File: src/sv/xdec_pkg.sv
// ----------------------------------------------------------------------------
// xdec_pkg: shared types, codes and opcode tables for the instruction decoder
// Holds the operand and result formats and the opcode classification
// functions used by the byte gatherer and the result formatter.
// ----------------------------------------------------------------------------
package xdec_pkg;

    localparam logic [7:0] ESC_BYTE = 8'h0f;

    // Instruction kinds.
    localparam logic [2:0] KIND_ADD  = 3'd0;
    localparam logic [2:0] KIND_INC  = 3'd1;
    localparam logic [2:0] KIND_JE   = 3'd2;
    localparam logic [2:0] KIND_MOV  = 3'd3;
    localparam logic [2:0] KIND_HLT  = 3'd4;
    localparam logic [2:0] KIND_TEST = 3'd5;

    // Operand addressing modes.
    localparam logic [2:0] MODE_NONE   = 3'd0;
    localparam logic [2:0] MODE_REG    = 3'd1;
    localparam logic [2:0] MODE_IND    = 3'd2;
    localparam logic [2:0] MODE_DIRECT = 3'd3;
    localparam logic [2:0] MODE_DISP8  = 3'd4;
    localparam logic [2:0] MODE_DISP16 = 3'd5;
    localparam logic [2:0] MODE_IMM    = 3'd6;

    // ModRM fields.
    localparam logic [1:0] MOD_NODISP = 2'b00;
    localparam logic [1:0] MOD_DISP8  = 2'b01;
    localparam logic [1:0] MOD_DISP16 = 2'b10;
    localparam logic [1:0] MOD_REGS   = 2'b11;
    localparam logic [2:0] RM_DIRECT  = 3'b110;

    // Opcodes that are named individually.
    localparam logic [7:0] OP_ADD_AL_IMM = 8'h04;
    localparam logic [7:0] OP_ADD_AX_IMM = 8'h05;
    localparam logic [7:0] OP_JE_REL8    = 8'h74;
    localparam logic [7:0] OP_JE_REL16   = 8'h84;
    localparam logic [7:0] OP_GRP_ADD8   = 8'h80;
    localparam logic [7:0] OP_GRP_ADD16  = 8'h81;
    localparam logic [7:0] OP_GRP_TEST8  = 8'hf6;
    localparam logic [7:0] OP_GRP_TEST16 = 8'hf7;
    localparam logic [7:0] OP_HLT        = 8'hf4;

    typedef struct packed {
        logic        fire;
        logic        status;
        logic        escaped;
        logic [7:0]  opcode;
        logic [7:0]  modrm;
        logic [15:0] disp;
        logic [15:0] imm;
        logic [2:0]  length;
    } instr_t;

    typedef struct packed {
        logic [2:0]  mode;
        logic        wide;
        logic [2:0]  reg_num;
        logic [15:0] value;
    } operand_t;

    typedef struct packed {
        logic       status;
        logic [2:0] kind;
        logic [2:0] length;
        operand_t   dst;
        operand_t   src;
    } result_t;

    function automatic logic is_group(input logic [7:0] op);
        return op == OP_GRP_ADD8 || op == OP_GRP_ADD16 ||
               op == OP_GRP_TEST8 || op == OP_GRP_TEST16;
    endfunction

    function automatic logic needs_modrm(input logic esc, input logic [7:0] op);
        return !esc && (op <= 8'h03 || is_group(op) || (op >= 8'h88 && op <= 8'h8b));
    endfunction

    function automatic logic [1:0] imm_len(input logic esc, input logic [7:0] op);
        logic [1:0] n;
        n = 2'd0;
        if (!esc) begin
            if (op == OP_ADD_AL_IMM || op == OP_GRP_ADD8 || op == OP_GRP_TEST8 ||
                (op >= 8'hb0 && op <= 8'hb7)) begin
                n = 2'd1;
            end else if (op == OP_ADD_AX_IMM || op == OP_GRP_ADD16 || op == OP_GRP_TEST16 ||
                         (op >= 8'hb8 && op <= 8'hbf)) begin
                n = 2'd2;
            end
        end
        return n;
    endfunction

    function automatic logic [1:0] disp_len(input logic esc, input logic [7:0] op,
                                            input logic [7:0] modrm);
        logic [1:0] n;
        n = 2'd0;
        if (esc) begin
            n = (op == OP_JE_REL16) ? 2'd2 : 2'd0;
        end else if (op == OP_JE_REL8) begin
            n = 2'd1;
        end else if (needs_modrm(esc, op)) begin
            if (modrm[7:6] == MOD_DISP8) begin
                n = 2'd1;
            end else if (modrm[7:6] == MOD_DISP16) begin
                n = 2'd2;
            end else if (modrm[7:6] == MOD_NODISP && modrm[2:0] == RM_DIRECT) begin
                n = 2'd2;
            end
        end
        return n;
    endfunction

    function automatic logic op_known(input logic esc, input logic [7:0] op);
        if (esc) begin
            return op == OP_JE_REL16;
        end
        return needs_modrm(esc, op) || op == OP_ADD_AL_IMM || op == OP_ADD_AX_IMM ||
               (op >= 8'h40 && op <= 8'h47) || op == OP_JE_REL8 ||
               (op >= 8'hb0 && op <= 8'hbf) || op == OP_HLT;
    endfunction

    function automatic logic [2:0] kind_of(input logic esc, input logic [7:0] op);
        logic [2:0] k;
        k = KIND_ADD;
        if (esc || op == OP_JE_REL8) begin
            k = KIND_JE;
        end else if (op >= 8'h40 && op <= 8'h47) begin
            k = KIND_INC;
        end else if ((op >= 8'h88 && op <= 8'h8b) || (op >= 8'hb0 && op <= 8'hbf)) begin
            k = KIND_MOV;
        end else if (op == OP_HLT) begin
            k = KIND_HLT;
        end else if (op == OP_GRP_TEST8 || op == OP_GRP_TEST16) begin
            k = KIND_TEST;
        end
        return k;
    endfunction

    function automatic logic [15:0] sext8(input logic [7:0] b);
        return {{8{b[7]}}, b};
    endfunction

endpackage

File: src/sv/xdec_fsm.sv
// ----------------------------------------------------------------------------
// xdec_fsm: byte gatherer
// Walks the escape, opcode, ModRM, displacement and immediate bytes of one
// instruction and flags the byte that completes it or hits an unknown opcode.
// ----------------------------------------------------------------------------
module xdec_fsm (
    input  logic             aclk,
    input  logic             aresetn,
    input  logic             accept,
    input  logic [7:0]       code_byte,
    output xdec_pkg::instr_t instr
);

    localparam logic [2:0] PH_FIRST = 3'd0;
    localparam logic [2:0] PH_ESCOP = 3'd1;
    localparam logic [2:0] PH_MODRM = 3'd2;
    localparam logic [2:0] PH_DISP  = 3'd3;
    localparam logic [2:0] PH_IMM   = 3'd4;

    logic [2:0]  phase_reg, phase_next;
    logic        esc_reg, esc_next;
    logic [7:0]  op_reg, op_next;
    logic [7:0]  modrm_reg, modrm_next;
    logic [15:0] disp_reg, disp_next;
    logic [15:0] imm_reg, imm_next;
    logic [1:0]  left_reg, left_next;
    logic [2:0]  count_reg, count_next;

    logic       take;
    logic       advance;
    logic [1:0] from;
    logic       fire;
    logic       err;
    logic [1:0] total;
    logic       pos;
    logic [1:0] dlen;
    logic [1:0] ilen;

    always_comb begin
        phase_next = phase_reg;
        esc_next   = esc_reg;
        op_next    = op_reg;
        modrm_next = modrm_reg;
        disp_next  = disp_reg;
        imm_next   = imm_reg;
        left_next  = left_reg;
        count_next = count_reg;
        take       = 1'b0;
        advance    = 1'b0;
        from       = 2'd0;
        fire       = 1'b0;
        err        = 1'b0;
        total      = 2'd0;
        pos        = 1'b0;
        dlen       = 2'd0;
        ilen       = 2'd0;

        if (accept) begin
            unique case (phase_reg)
                PH_ESCOP: begin
                    count_next = 3'd2;
                    take       = 1'b1;
                end
                PH_MODRM: begin
                    modrm_next = code_byte;
                    count_next = count_reg + 3'd1;
                    advance    = 1'b1;
                    from       = 2'd1;
                end
                PH_DISP: begin
                    count_next = count_reg + 3'd1;
                    total      = xdec_pkg::disp_len(esc_reg, op_reg, modrm_reg);
                    // Low bit of (total - left) picks the byte lane.
                    pos        = total[0] ^ left_reg[0];
                    disp_next  = disp_reg | (pos ? {code_byte, 8'h00} : {8'h00, code_byte});
                    if (left_reg != 2'd0) begin
                        left_next = left_reg - 2'd1;
                    end
                    if (left_next == 2'd0) begin
                        advance = 1'b1;
                        from    = 2'd2;
                    end
                end
                PH_IMM: begin
                    count_next = count_reg + 3'd1;
                    total      = xdec_pkg::imm_len(esc_reg, op_reg);
                    pos        = total[0] ^ left_reg[0];
                    imm_next   = imm_reg | (pos ? {code_byte, 8'h00} : {8'h00, code_byte});
                    if (left_reg != 2'd0) begin
                        left_next = left_reg - 2'd1;
                    end
                    if (left_next == 2'd0) begin
                        fire = 1'b1;
                    end
                end
                default: begin
                    count_next = 3'd1;
                    esc_next   = 1'b0;
                    if (code_byte == xdec_pkg::ESC_BYTE) begin
                        esc_next   = 1'b1;
                        phase_next = PH_ESCOP;
                    end else begin
                        take = 1'b1;
                    end
                end
            endcase
        end

        if (take) begin
            op_next    = code_byte;
            modrm_next = 8'h00;
            disp_next  = 16'h0000;
            imm_next   = 16'h0000;
            if (!xdec_pkg::op_known(esc_next, code_byte)) begin
                fire = 1'b1;
                err  = 1'b1;
            end else begin
                advance = 1'b1;
                from    = 2'd0;
            end
        end

        if (advance) begin
            dlen = xdec_pkg::disp_len(esc_next, op_next, modrm_next);
            ilen = xdec_pkg::imm_len(esc_next, op_next);
            if (from == 2'd0 && xdec_pkg::needs_modrm(esc_next, op_next)) begin
                phase_next = PH_MODRM;
            end else if (from != 2'd2 && dlen != 2'd0) begin
                phase_next = PH_DISP;
                left_next  = dlen;
            end else if (ilen != 2'd0) begin
                phase_next = PH_IMM;
                left_next  = ilen;
            end else begin
                fire = 1'b1;
            end
        end

        instr.fire    = fire;
        instr.status  = err;
        instr.escaped = esc_next;
        instr.opcode  = op_next;
        instr.modrm   = modrm_next;
        instr.disp    = disp_next;
        instr.imm     = imm_next;
        instr.length  = count_next;

        if (fire) begin
            phase_next = PH_FIRST;
            esc_next   = 1'b0;
            left_next  = 2'd0;
        end
    end

    always_ff @(posedge aclk) begin
        if (!aresetn) begin
            phase_reg <= PH_FIRST;
            esc_reg   <= 1'b0;
            op_reg    <= 8'h00;
            modrm_reg <= 8'h00;
            disp_reg  <= 16'h0000;
            imm_reg   <= 16'h0000;
            left_reg  <= 2'd0;
            count_reg <= 3'd0;
        end else begin
            phase_reg <= phase_next;
            esc_reg   <= esc_next;
            op_reg    <= op_next;
            modrm_reg <= modrm_next;
            disp_reg  <= disp_next;
            imm_reg   <= imm_next;
            left_reg  <= left_next;
            count_reg <= count_next;
        end
    end

endmodule

File: src/sv/xdec_format.sv
// ----------------------------------------------------------------------------
// xdec_format: result formatter
// Turns a completed instruction into its kind, length and the destination
// and source operand descriptors.
// ----------------------------------------------------------------------------
module xdec_format (
    input  xdec_pkg::instr_t  instr,
    output xdec_pkg::result_t res
);

    function automatic xdec_pkg::operand_t reg_operand(input logic wide, input logic [2:0] r);
        xdec_pkg::operand_t o;
        o.mode    = xdec_pkg::MODE_REG;
        o.wide    = wide;
        o.reg_num = r;
        o.value   = 16'h0000;
        return o;
    endfunction

    function automatic xdec_pkg::operand_t imm_operand(input logic wide,
                                                       input logic [15:0] imm);
        xdec_pkg::operand_t o;
        o.mode    = xdec_pkg::MODE_IMM;
        o.wide    = wide;
        o.reg_num = 3'd0;
        o.value   = wide ? imm : {8'h00, imm[7:0]};
        return o;
    endfunction

    function automatic xdec_pkg::operand_t mem_operand(input logic wide,
                                                       input logic [7:0] modrm,
                                                       input logic [15:0] disp);
        xdec_pkg::operand_t o;
        o.wide    = wide;
        o.reg_num = modrm[2:0];
        o.value   = 16'h0000;
        if (modrm[7:6] == xdec_pkg::MOD_REGS) begin
            o.mode = xdec_pkg::MODE_REG;
        end else if (modrm[7:6] == xdec_pkg::MOD_DISP8) begin
            o.mode  = xdec_pkg::MODE_DISP8;
            o.value = xdec_pkg::sext8(disp[7:0]);
        end else if (modrm[7:6] == xdec_pkg::MOD_DISP16) begin
            o.mode  = xdec_pkg::MODE_DISP16;
            o.value = disp;
        end else if (modrm[2:0] == xdec_pkg::RM_DIRECT) begin
            o.mode    = xdec_pkg::MODE_DIRECT;
            o.reg_num = 3'd0;
            o.value   = disp;
        end else begin
            o.mode = xdec_pkg::MODE_IND;
        end
        return o;
    endfunction

    logic [7:0] op;
    logic       w;

    assign op = instr.opcode;
    assign w  = instr.opcode[0];

    always_comb begin
        res        = '0;
        res.status = instr.status;
        res.length = instr.length;
        if (!instr.status) begin
            res.kind = xdec_pkg::kind_of(instr.escaped, op);
            if (instr.escaped) begin
                res.dst.mode  = xdec_pkg::MODE_DISP16;
                res.dst.wide  = 1'b1;
                res.dst.value = instr.disp;
            end else if (xdec_pkg::needs_modrm(1'b0, op)) begin
                if (xdec_pkg::is_group(op)) begin
                    res.dst = mem_operand(w, instr.modrm, instr.disp);
                    res.src = imm_operand(w, instr.imm);
                end else if (op[1]) begin
                    // Direction bit set: the ModRM reg field is the destination.
                    res.dst = reg_operand(w, instr.modrm[5:3]);
                    res.src = mem_operand(w, instr.modrm, instr.disp);
                end else begin
                    res.dst = mem_operand(w, instr.modrm, instr.disp);
                    res.src = reg_operand(w, instr.modrm[5:3]);
                end
            end else if (op == xdec_pkg::OP_ADD_AL_IMM || op == xdec_pkg::OP_ADD_AX_IMM) begin
                res.dst = reg_operand(w, 3'd0);
                res.src = imm_operand(w, instr.imm);
            end else if (op >= 8'h40 && op <= 8'h47) begin
                res.dst = reg_operand(1'b1, op[2:0]);
            end else if (op == xdec_pkg::OP_JE_REL8) begin
                res.dst.mode  = xdec_pkg::MODE_DISP8;
                res.dst.value = xdec_pkg::sext8(instr.disp[7:0]);
            end else if (op >= 8'hb0 && op <= 8'hbf) begin
                res.dst = reg_operand(op[3], op[2:0]);
                res.src = imm_operand(op[3], instr.imm);
            end
        end
    end

endmodule

File: src/sv/x86_subset_instruction_decoder_unit.sv
// ----------------------------------------------------------------------------
// x86_subset_instruction_decoder_unit: byte-serial decoder for an 8086 subset
//
// The input channel (s_valid, s_ready, s_code_byte) carries the code stream,
// one byte per word. The result channel (m_valid, m_ready, m_*) carries one
// decoded instruction per word: status, kind, length and a destination and
// source descriptor. A result word is produced for the byte that completes an
// instruction, and at once for an unknown opcode (status 1).
// The result is registered and presented on the cycle after its last byte is
// accepted. The input takes one code byte per cycle while s_ready is high.
// s_ready stays high while the result register is empty or being drained,
// so a stalled receiver holds back the input by one word of buffering.
// Reset (aresetn low, synchronous) empties the result register and puts the
// decoder back to expecting the first byte of an instruction.
// ----------------------------------------------------------------------------
module x86_subset_instruction_decoder_unit (
    input  logic        aclk,
    input  logic        aresetn,
    input  logic        s_valid,
    output logic        s_ready,
    input  logic [7:0]  s_code_byte,
    output logic        m_valid,
    input  logic        m_ready,
    output logic        m_status,
    output logic [2:0]  m_kind,
    output logic [2:0]  m_length,
    output logic [2:0]  m_dst_mode,
    output logic        m_dst_wide,
    output logic [2:0]  m_dst_reg,
    output logic [15:0] m_dst_value,
    output logic [2:0]  m_src_mode,
    output logic        m_src_wide,
    output logic [2:0]  m_src_reg,
    output logic [15:0] m_src_value
);

    logic              accept;
    xdec_pkg::instr_t  instr;
    xdec_pkg::result_t res;
    xdec_pkg::result_t res_reg;
    logic              m_valid_reg;

    assign s_ready = !m_valid_reg || m_ready;
    assign accept  = s_valid && s_ready;

    xdec_fsm u_fsm (
        .aclk      (aclk),
        .aresetn   (aresetn),
        .accept    (accept),
        .code_byte (s_code_byte),
        .instr     (instr)
    );

    xdec_format u_format (
        .instr (instr),
        .res   (res)
    );

    always_ff @(posedge aclk) begin
        if (!aresetn) begin
            m_valid_reg <= 1'b0;
        end else if (accept && instr.fire) begin
            m_valid_reg <= 1'b1;
        end else if (m_ready) begin
            m_valid_reg <= 1'b0;
        end
    end

    always_ff @(posedge aclk) begin
        if (accept && instr.fire) begin
            res_reg <= res;
        end
    end

    assign m_valid     = m_valid_reg;
    assign m_status    = res_reg.status;
    assign m_kind      = res_reg.kind;
    assign m_length    = res_reg.length;
    assign m_dst_mode  = res_reg.dst.mode;
    assign m_dst_wide  = res_reg.dst.wide;
    assign m_dst_reg   = res_reg.dst.reg_num;
    assign m_dst_value = res_reg.dst.value;
    assign m_src_mode  = res_reg.src.mode;
    assign m_src_wide  = res_reg.src.wide;
    assign m_src_reg   = res_reg.src.reg_num;
    assign m_src_value = res_reg.src.value;

endmodule

File: config.mk
export PLATFORM = sky130hd
export DESIGN_NAME = x86_subset_instruction_decoder_unit
export DESIGN_NICKNAME = d
export VERILOG_FILES = /design/src/sv/xdec_pkg.sv /design/src/sv/xdec_fsm.sv /design/src/sv/xdec_format.sv /design/src/sv/x86_subset_instruction_decoder_unit.sv
export SDC_FILE = /design/constraint.sdc
export NUM_CORES = 1
export LEC_CHECK = 0
export BUFFER_PORTS_ARGS = -buffer_cell sky130_fd_sc_hd__buf_4
export CORE_MARGIN = 2
export CORE_UTILIZATION = 30
export CTS_CLUSTER_SIZE = 10
export DETAILED_ROUTE_END_ITERATION = 16
export SLEW_MARGIN = 20
export SYNTH_ARGS = -nofsm -noshare
export SYNTH_HDL_FRONTEND = slang
export SYNTH_SLANG_ARGS = --single-unit
File: constraint.sdc
create_clock -name aclk -period 4.7 [get_ports aclk]
set_input_delay 0.235 -clock aclk [delete_from_list [all_inputs] [get_ports aclk]]
set_output_delay 0.235 -clock aclk [all_outputs]
set_load 0.02 [all_outputs]
==> results.toml, run 1 <==
[run_status]
status = "completed"

[yosys]
ys_ff_latch = 111
synth-main-ff-cell = "dfxtp_1"
syn-num-nets = 651
yosysWarningCount = 0
netlist.area_leader.share_pct = 27.2
synth_area_leader_cell = "edfxtp_1"
avgSynthCellArea_um2 = 9.22
synth_area_leaders = "edfxtp_1, dfxtp_1, nor2_1"
synth-async-reset-ratio_pct = 0
yosysSeqAreaShare_pct = 47.1
synthCells = 634
post-synth-top-count-cell = "nor2_1"
syn_area_mm2 = 0.00585
synth_edf_count = 53
ys_types = 80
synth_common_cells = "nor2_1, a21oi_1, dfxtp_1"

[timing]
skew_ns = 0.00935
min_period_ns = 4.05
tightest_slew_ns = 0.893
final-setup-viol-count = 0
fin_setup_tns_ns = 0
min_period_over_period_pct = 86.2
hold_slack_ns = 0.119
slew_viol_final = 0
slew_headroom_pct = 40.1
setup_ws_ns = 0.650
hold_violations = 0
rsz0062_at_grt = "false"
clock.fmax_ghz = 0.247

[finish]
stdcell_area_mm2 = 0.00695
area_delta_synth_final_pct = 18.8
final_cell_count_no_fill = 954
fin_nets = 701
diodes = 0
drive_gt1_share_pct = 18.0
fin_util_pct = 36.0

[global_route]
grt_overflow = 0
grt.total_usage_pct = 17.5
grt_pass1_vias = 4828
grt_first_pass_wirelength_um = 27700
grt_start_max_net_pins = 54
grt_antenna_before_repair = 0

[drt]
firstDrtPassIters = 8
route.detailed.drc = 0
wl_per_cell_um = 18.4
drt_iter0_drc = 515
antenna_left = 0
vias_per_cell = 5.43
routed_wl_um = 17600
num_vias = 5178

[floorplanning]
coreArea_mm2 = 0.0193
start_util_pct = 30.3
die_area_mm2 = 0.0206
die_x_um = 144
die_h_um = 144
rows = 51
pin_count = 67

[critical_path]
worst_path_max_delay_cell = "or3_1"
cp_max_fo = 53
cpMostUsedCell = "inv_1"
end_kind = "flip-flop"
ff2ff_setup_slack_ns = 0.65
cp.arrival_ns = 4.09
path_cells = "nor2b_2 > inv_1 > nand3_1 > o21ai_4 > a21oi_1 > inv_1 > ha_1 > a31o_2 > nand2_1 > nor3_1 > a21o_1 > or3_1 > nand2_2 > buf_12"
cp-start-kind = "flip-flop"
crit_required_ns = 4.74
cp_slowest_stage_delay_ns = 0.43
critical_path_class = "reg2reg"

[placed_design]
post-place-ws_ns = 0.674
routabilityCongestion = 0.928
dp.cells = 938
post-dp-hpwl_um = 12500
portBuffers = 66
place_area_mm2 = 0.00663

[hold_path]
min_path_type = "in2reg"

[power]
pwr_density_cell_mw_per_mm2 = 333
internal_power_mw = 1.62
power.switching_mw = 0.694
clockPowerShare_pct = 34.9
power.total_mw = 2.31
p_sw_share_pct = 30.0
combPwrFrac_pct = 17.5
peakVddDrop_mv = 0.155
seqPwrFrac_pct = 47.6
power.leakage_nw = 2.56

[clock_tree]
cts_tree = "built"
clockBufferDepth = 2
cts_max_level = 3
clock_sinks = 111
clock-root-buffer = "clkbuf_16"
cts_resized = 0
clk_pin_slew_worst_paths_ns = 0.08
clk_latency_ns = 0.37
cts_buffers = 9
cts_setup_buffers = 0
cts_hold_buf = 0

[flow_run]
cap_viol_max_count = 0
[layer usage]
metal,up-vias,GRT usage (%),part of all wire (%)
met2,224,25.5,43
met1,2464,25.4,48
met5,-,0,0
met3,29,3.43,6.4
met4,0,6.40,2.5
li1,2461,-,-
[layout make-up]
class / count / area [um^2]
Tap cell: 265 / 332
Fill cell: 2012 / 12300
Clock inverter: 6 / 70.1
Clock buffer: 10 / 250
Multi-Input combinational cell: 467 / 2870
Inverter: 15 / 56.3
Timing Repair Buffer: 80 / 613
Sequential cell: 111 / 2750
[worst max-delay path, delay by kind of cell (launching register included)]
kind / cells / cell delay (ns)
fa+ha+maj: 1 / 0.25
compound gates: 4 / 1.20
simple gates: 6 / 1.31
flops: 1 / 0.34
buf+inv: 3 / 0.54
[cell usage in the layout, fill, tap and decap left out, types with 12 or more instances in the layout]
master	instances
and2_1	13
nand3_1	13
o21ai_0	12
buf_4	79
inv_1	14
nor2_1	100
nor3_1	32
dfxtp_1	58
nand2_1	43
edfxtp_1	53
a21oi_1	66
[cell families (layout without fill, tap and decap cells)]
kind of cell             after synthesis  in the layout  synth area share (%)
AO/OA/AOI/OAI                        192            192                  23.3
XOR/XNOR                               2              2                 0.300
adder cells (fa/ha/maj)                5              5                  1.07
buffers and inverters                 56            111                  4.04
flip-flops                           111            111                  47.1
multiplexers                          14             14                  2.48
AND/OR/NAND/NOR                      254            254                  21.7
[power groups by stage]
stage	clock network (mW)	logic (mW)	registers, mW
CTS	0.822	0.404	1.10
floorplan	0	0.185	1.18
global route	0.862	0.434	1.11
detailed placement	0	0.403	1.12
finish	0.808	0.404	1.10
global placement	0	0.400	1.12
[path summary, 6_finish.rpt]
| kind | end | startpoint | depth (start not counted) |
|---|---|---|---|
| setup / recovery | m_src_wide | m_valid | 14 |
| hold / removal | u_fsm.count_reg[1] | aresetn | 2 |
| setup reg to reg | m_src_wide | m_valid | 14 |
| hold reg to reg | u_fsm.imm_reg[3] | u_fsm.imm_reg[3] | 2 |
(Power assumes the default switching activity.)
==> run 2: changes to the inputs <==
Settings changed: REMOVE_ABC_BUFFERS from default to 1.
==> run 2 against run 1 <==
Net effect: utilization rose by 0.23 points; first-iteration DRC count down 4.5%; register-to-register slack got worse by 0.05 ns; sequential power about the same; largest power group unchanged; flip-flop and latch count unchanged; hold slack better by 0.013 ns; fmax fell by 1.2%; total power down 1.4%; routed wire length increased by 2.2%; highest routed layer unchanged; final area is 0.63% higher.
==> results.toml, run 2 (synthesized netlist as in run 1, its figures left out) <==
[finish]
stdcell_area_mm2 = 0.00699
final_cell_count_no_fill = 964
fin_util_pct = 36.3
fin_nets = 711
area_delta_synth_final_pct = 19.5
diodes = 0
final_common_cell = "nor2_1"
final_cell_mix = "nor2_1, buf_4, a21oi_1"
drive_gt1_share_pct = 18.7

[clock_tree]
cts_hold_buf = 0
clockBufferDepth = 2
cts_buffers = 9
cts_tree = "built"
clk_pin_slew_worst_paths_ns = 0.07
clk_latency_ns = 0.36
cts_resized = 0
clock-root-buffer = "clkbuf_16"
clock_sinks = 111
cts_setup_buffers = 0
cts_max_level = 3

[run_status]
status = "completed"

[critical_path]
end_kind = "flip-flop"
r2r-start = "u_fsm.phase_reg[2]"
crit_required_ns = 4.73
cp.arrival_ns = 4.13
critical_path_class = "reg2reg"
startpoint = "u_fsm.phase_reg[2]"
cp-start-kind = "flip-flop"
cp_max_fo = 53

[floorplanning]
pin_count = 67
die_x_um = 144
die_area_mm2 = 0.0206
start_util_pct = 30.3
die_h_um = 144
rows = 51
coreArea_mm2 = 0.0193

[drt]
num_vias = 5178
wl_per_cell_um = 18.6
routed_wl_um = 18000
antenna_left = 0
firstDrtPassIters = 7
route.detailed.drc = 0
vias_per_cell = 5.37
drt_iter0_drc = 492

[timing]
final-setup-viol-count = 0
fin_setup_tns_ns = 0
skew_ns = 0.00867
tightest_slew_ns = 0.862
clock.fmax_ghz = 0.244
hold_violations = 0
min_period_over_period_pct = 87.2
slew_headroom_pct = 42.5
rsz0062_at_grt = "false"
slew_viol_final = 0
min_period_ns = 4.10

[flow_run]
cap_viol_max_count = 0

[power]
power.leakage_nw = 2.59
peakVddDrop_mv = 0.171
power.total_mw = 2.28
pwr_density_cell_mw_per_mm2 = 326

[placed_design]
place_area_mm2 = 0.00670
portBuffers = 66
routabilityCongestion = 0.935
post-dp-hpwl_um = 12700
dp.cells = 948

[global_route]
grt_pass1_vias = 4828
grt_antenna_before_repair = 0
grt_overflow = 0
grt.total_usage_pct = 17.8
grt_start_max_net_pins = 54
grt_first_pass_wirelength_um = 27800

[hold_path]
min_from = "aresetn"
min_path_type = "in2reg"
## run 2: final timing paths
| check | end | slack, ns | cells past startpoint |
|---|---|---|---|
| worst min-delay path | u_fsm.count_reg[1] | 0.13 | 2 |
| worst min register to register | u_fsm.disp_reg[9] | 0.47 | 2 |
| worst max-delay path | m_src_mode[2] | 0.60 | 13 |
| worst max register to register | m_src_mode[2] | 0.60 | 13 |
## run 2: cell type report
class	instances	area, um^2
tap	265	332
sequential	111	2750
clock inverter	5	56.3
timing repair buffer	90	688
inverter	15	56.3
fill	2057	12300
multi-input combinational	467	2870
clock buffer	11	233
## run 2: power breakdown
part	switching [mW]	leakage (nW)	internal (mW)	total, mW
registers	0.0253	1.00	1.07	1.10
clock network	0.352	0.140	0.414	0.766
logic	0.274	1.45	0.139	0.413
## run 2: layer usage
metal | global-route usage, % | wire length (um)
met5 | 0 | 0
met4 | 6.45 | 493
met3 | 4.03 | 1250
met2 | 26.6 | 7900
met1 | 25.0 | 8310
## run 2: metrics by stage
stage          setup WS [ns]  hold slack, ns
5_1_grt                0.290           0.135
6_report               0.601           0.132
4_1_cts                0.692           0.117
2_1_floorplan          -2.06           0.357
3_3_place_gp           0.736           0.447
3_5_place_dp           0.647           0.456
## run 2: critical path: stages (launching register included)
cell and delay [ns]:
dfxtp_1 0.48, nand2b_1 0.22, nand4_1 0.30, o21ai_4 0.50
a21oi_1 0.21, ha_1 0.36, inv_1 0.18, nor3_1 0.08
a32oi_1 0.17, o21ai_1 0.14, a211o_1 0.29, or3_1 0.41
nand2_2 0.11, buf_12 0.25
==> run 3: changes to the inputs <==
Settings changed: CELL_PAD_IN_SITES_DETAIL_PLACEMENT from default to 0, CELL_PAD_IN_SITES_GLOBAL_PLACEMENT from default to 1, CTS_BUF_LIST from default to sky130_fd_sc_hd__clkbuf_16, PLACE_DENSITY_LB_ADDON from default to 0.1.
==> run 3 against run 2 <==
Net effect: global-route usage is 1.9 points higher; die area did not move; final area shrank 0.13%; largest power group unchanged; flip-flop and latch count stayed put; clock skew up 0.0043 ns; critical path depth rose by 2; sequential power about the same; via count is 0.81% higher; clock-buffer cell count decreased by 2; clock power rose by 6.0%; worst setup slack worse by 0.016 ns.
==> results.toml, run 3 (synthesized netlist as in run 1, its figures left out) <==
[run_status]
status = "completed"

[drt]
antenna_left = 0
route.detailed.drc = 0
drt_iter0_drc = 392
wl_per_cell_um = 20.5
num_vias = 5220
routed_wl_um = 19700
firstDrtPassIters = 5
vias_per_cell = 5.44

[timing]
tightest_slew_ns = 0.848
rsz0062_at_grt = "false"
min_period_over_period_pct = 87.6
hold_violations = 0
setup_ws_ns = 0.585
skew_ns = 0.0130
slew_headroom_pct = 43.3
final-setup-viol-count = 0
min_period_ns = 4.12
clock.fmax_ghz = 0.243
slew_viol_final = 0

[clock_tree]
clk_pin_slew_worst_paths_ns = 0.08
cts_setup_buffers = 0
clock-root-buffer = "clkbuf_16"
clockBufferDepth = 2
cts_resized = 0
cts_tree = "built"
cts_buffers = 9
clock_sinks = 111
cts_max_level = 3
clk_latency_ns = 0.36
cts_hold_buf = 0

[power]
pwr_density_cell_mw_per_mm2 = 334
power.leakage_nw = 2.59
peakVddDrop_mv = 0.233
power.total_mw = 2.33

[critical_path]
cp_slowest_stage_delay_ns = 0.41
crit_cells = 15
worst_path_max_delay_cell = "or3_1"
critPathTopFamily = "simple AND/OR/NAND/NOR gates"
cp.arrival_ns = 4.15
cp-start-kind = "flip-flop"
cp_max_fo = 53
crit_buf_inv = 4
cpMostUsedCell = "inv_1"
crit_required_ns = 4.73
ff2ff_path_depth = 15
critical_path_class = "reg2reg"
path_cells = "nor2b_2 > inv_1 > nand3_1 > o21ai_4 > nor2_1 > inv_1 > ha_1 > inv_1 > nor3_1 > a32oi_1 > o21ai_1 > a211o_1 > or3_1 > nand2_2 > buf_12"
end_kind = "flip-flop"

[global_route]
grt_first_pass_wirelength_um = 30300
grt.total_usage_pct = 19.6
grt_antenna_before_repair = 0
grt_overflow = 0
grt_pass1_vias = 5094
grt_start_max_net_pins = 54

[finish]
drive_gt1_share_pct = 18.4
fin_nets = 707
fin_util_pct = 36.2
area_delta_synth_final_pct = 19.4
diodes = 0
final_cell_mix = "nor2_1, buf_4, a21oi_1"
final_common_cell = "nor2_1"

[placed_design]
post-dp-hpwl_um = 14000
routabilityCongestion = 0.890
portBuffers = 66
post-place-ws_ns = 0.666

[floorplanning]
die_area_mm2 = 0.0206
coreArea_mm2 = 0.0193
rows = 51
start_util_pct = 30.3
die_h_um = 144
pin_count = 67
die_x_um = 144

[hold_path]
whs_path_depth = 2
min_path_type = "in2reg"

[flow_run]
cap_viol_max_count = 0
[run 3: layout make-up]
class,count,area (um^2)
inverters,15,56.3
multi-input cells,467,2870
fillers,2023,12300
clock inverters,7,85.1
repair buffers,86,658
well taps,265,332
clock buffers,9,225
flip-flops and latches,111,2750
[run 3: path summary, 6_finish.rpt]
check / start / to / slack (ns)
worst max-delay path: m_valid / m_dst_wide / 0.58
worst min-delay path: aresetn / u_fsm.count_reg[1] / 0.12
worst max register to register: m_valid / m_dst_wide / 0.58
worst min register to register: u_fsm.imm_reg[1] / u_fsm.imm_reg[1] / 0.47
[run 3: per-layer routing]
layer | GRT usage (%) | share of wire (%) | vias up
li1 | - | - | 2471
met4 | 7.43 | 2.7 | 0
met5 | 0 | 0 | -
met1 | 28.0 | 47 | 2531
met3 | 2.70 | 5.3 | 29
met2 | 30.2 | 45 | 189
[run 3: through the flow]
stage | area, um^2 | setup TNS, ns | hold WS (ns) | cells
6_report | 6980 | 0 | 0.115 | 960
3_3_place_gp | 6670 | 0 | 0.448 | 944
3_5_place_dp | 6670 | 0 | 0.456 | 944
5_1_grt | 6980 | 0 | 0.127 | 960
4_1_cts | 6980 | 0 | 0.109 | 960
2_1_floorplan | 5670 | -146.82 | 0.357 | 593
[run 3: power breakdown]
group / internal, mW / leakage, nW / switching [mW] / total, mW
clock: 0.423 / 0.156 / 0.389 / 0.812
combinational: 0.138 / 1.43 / 0.282 / 0.420
sequential: 1.07 / 1.00 / 0.0249 / 1.10
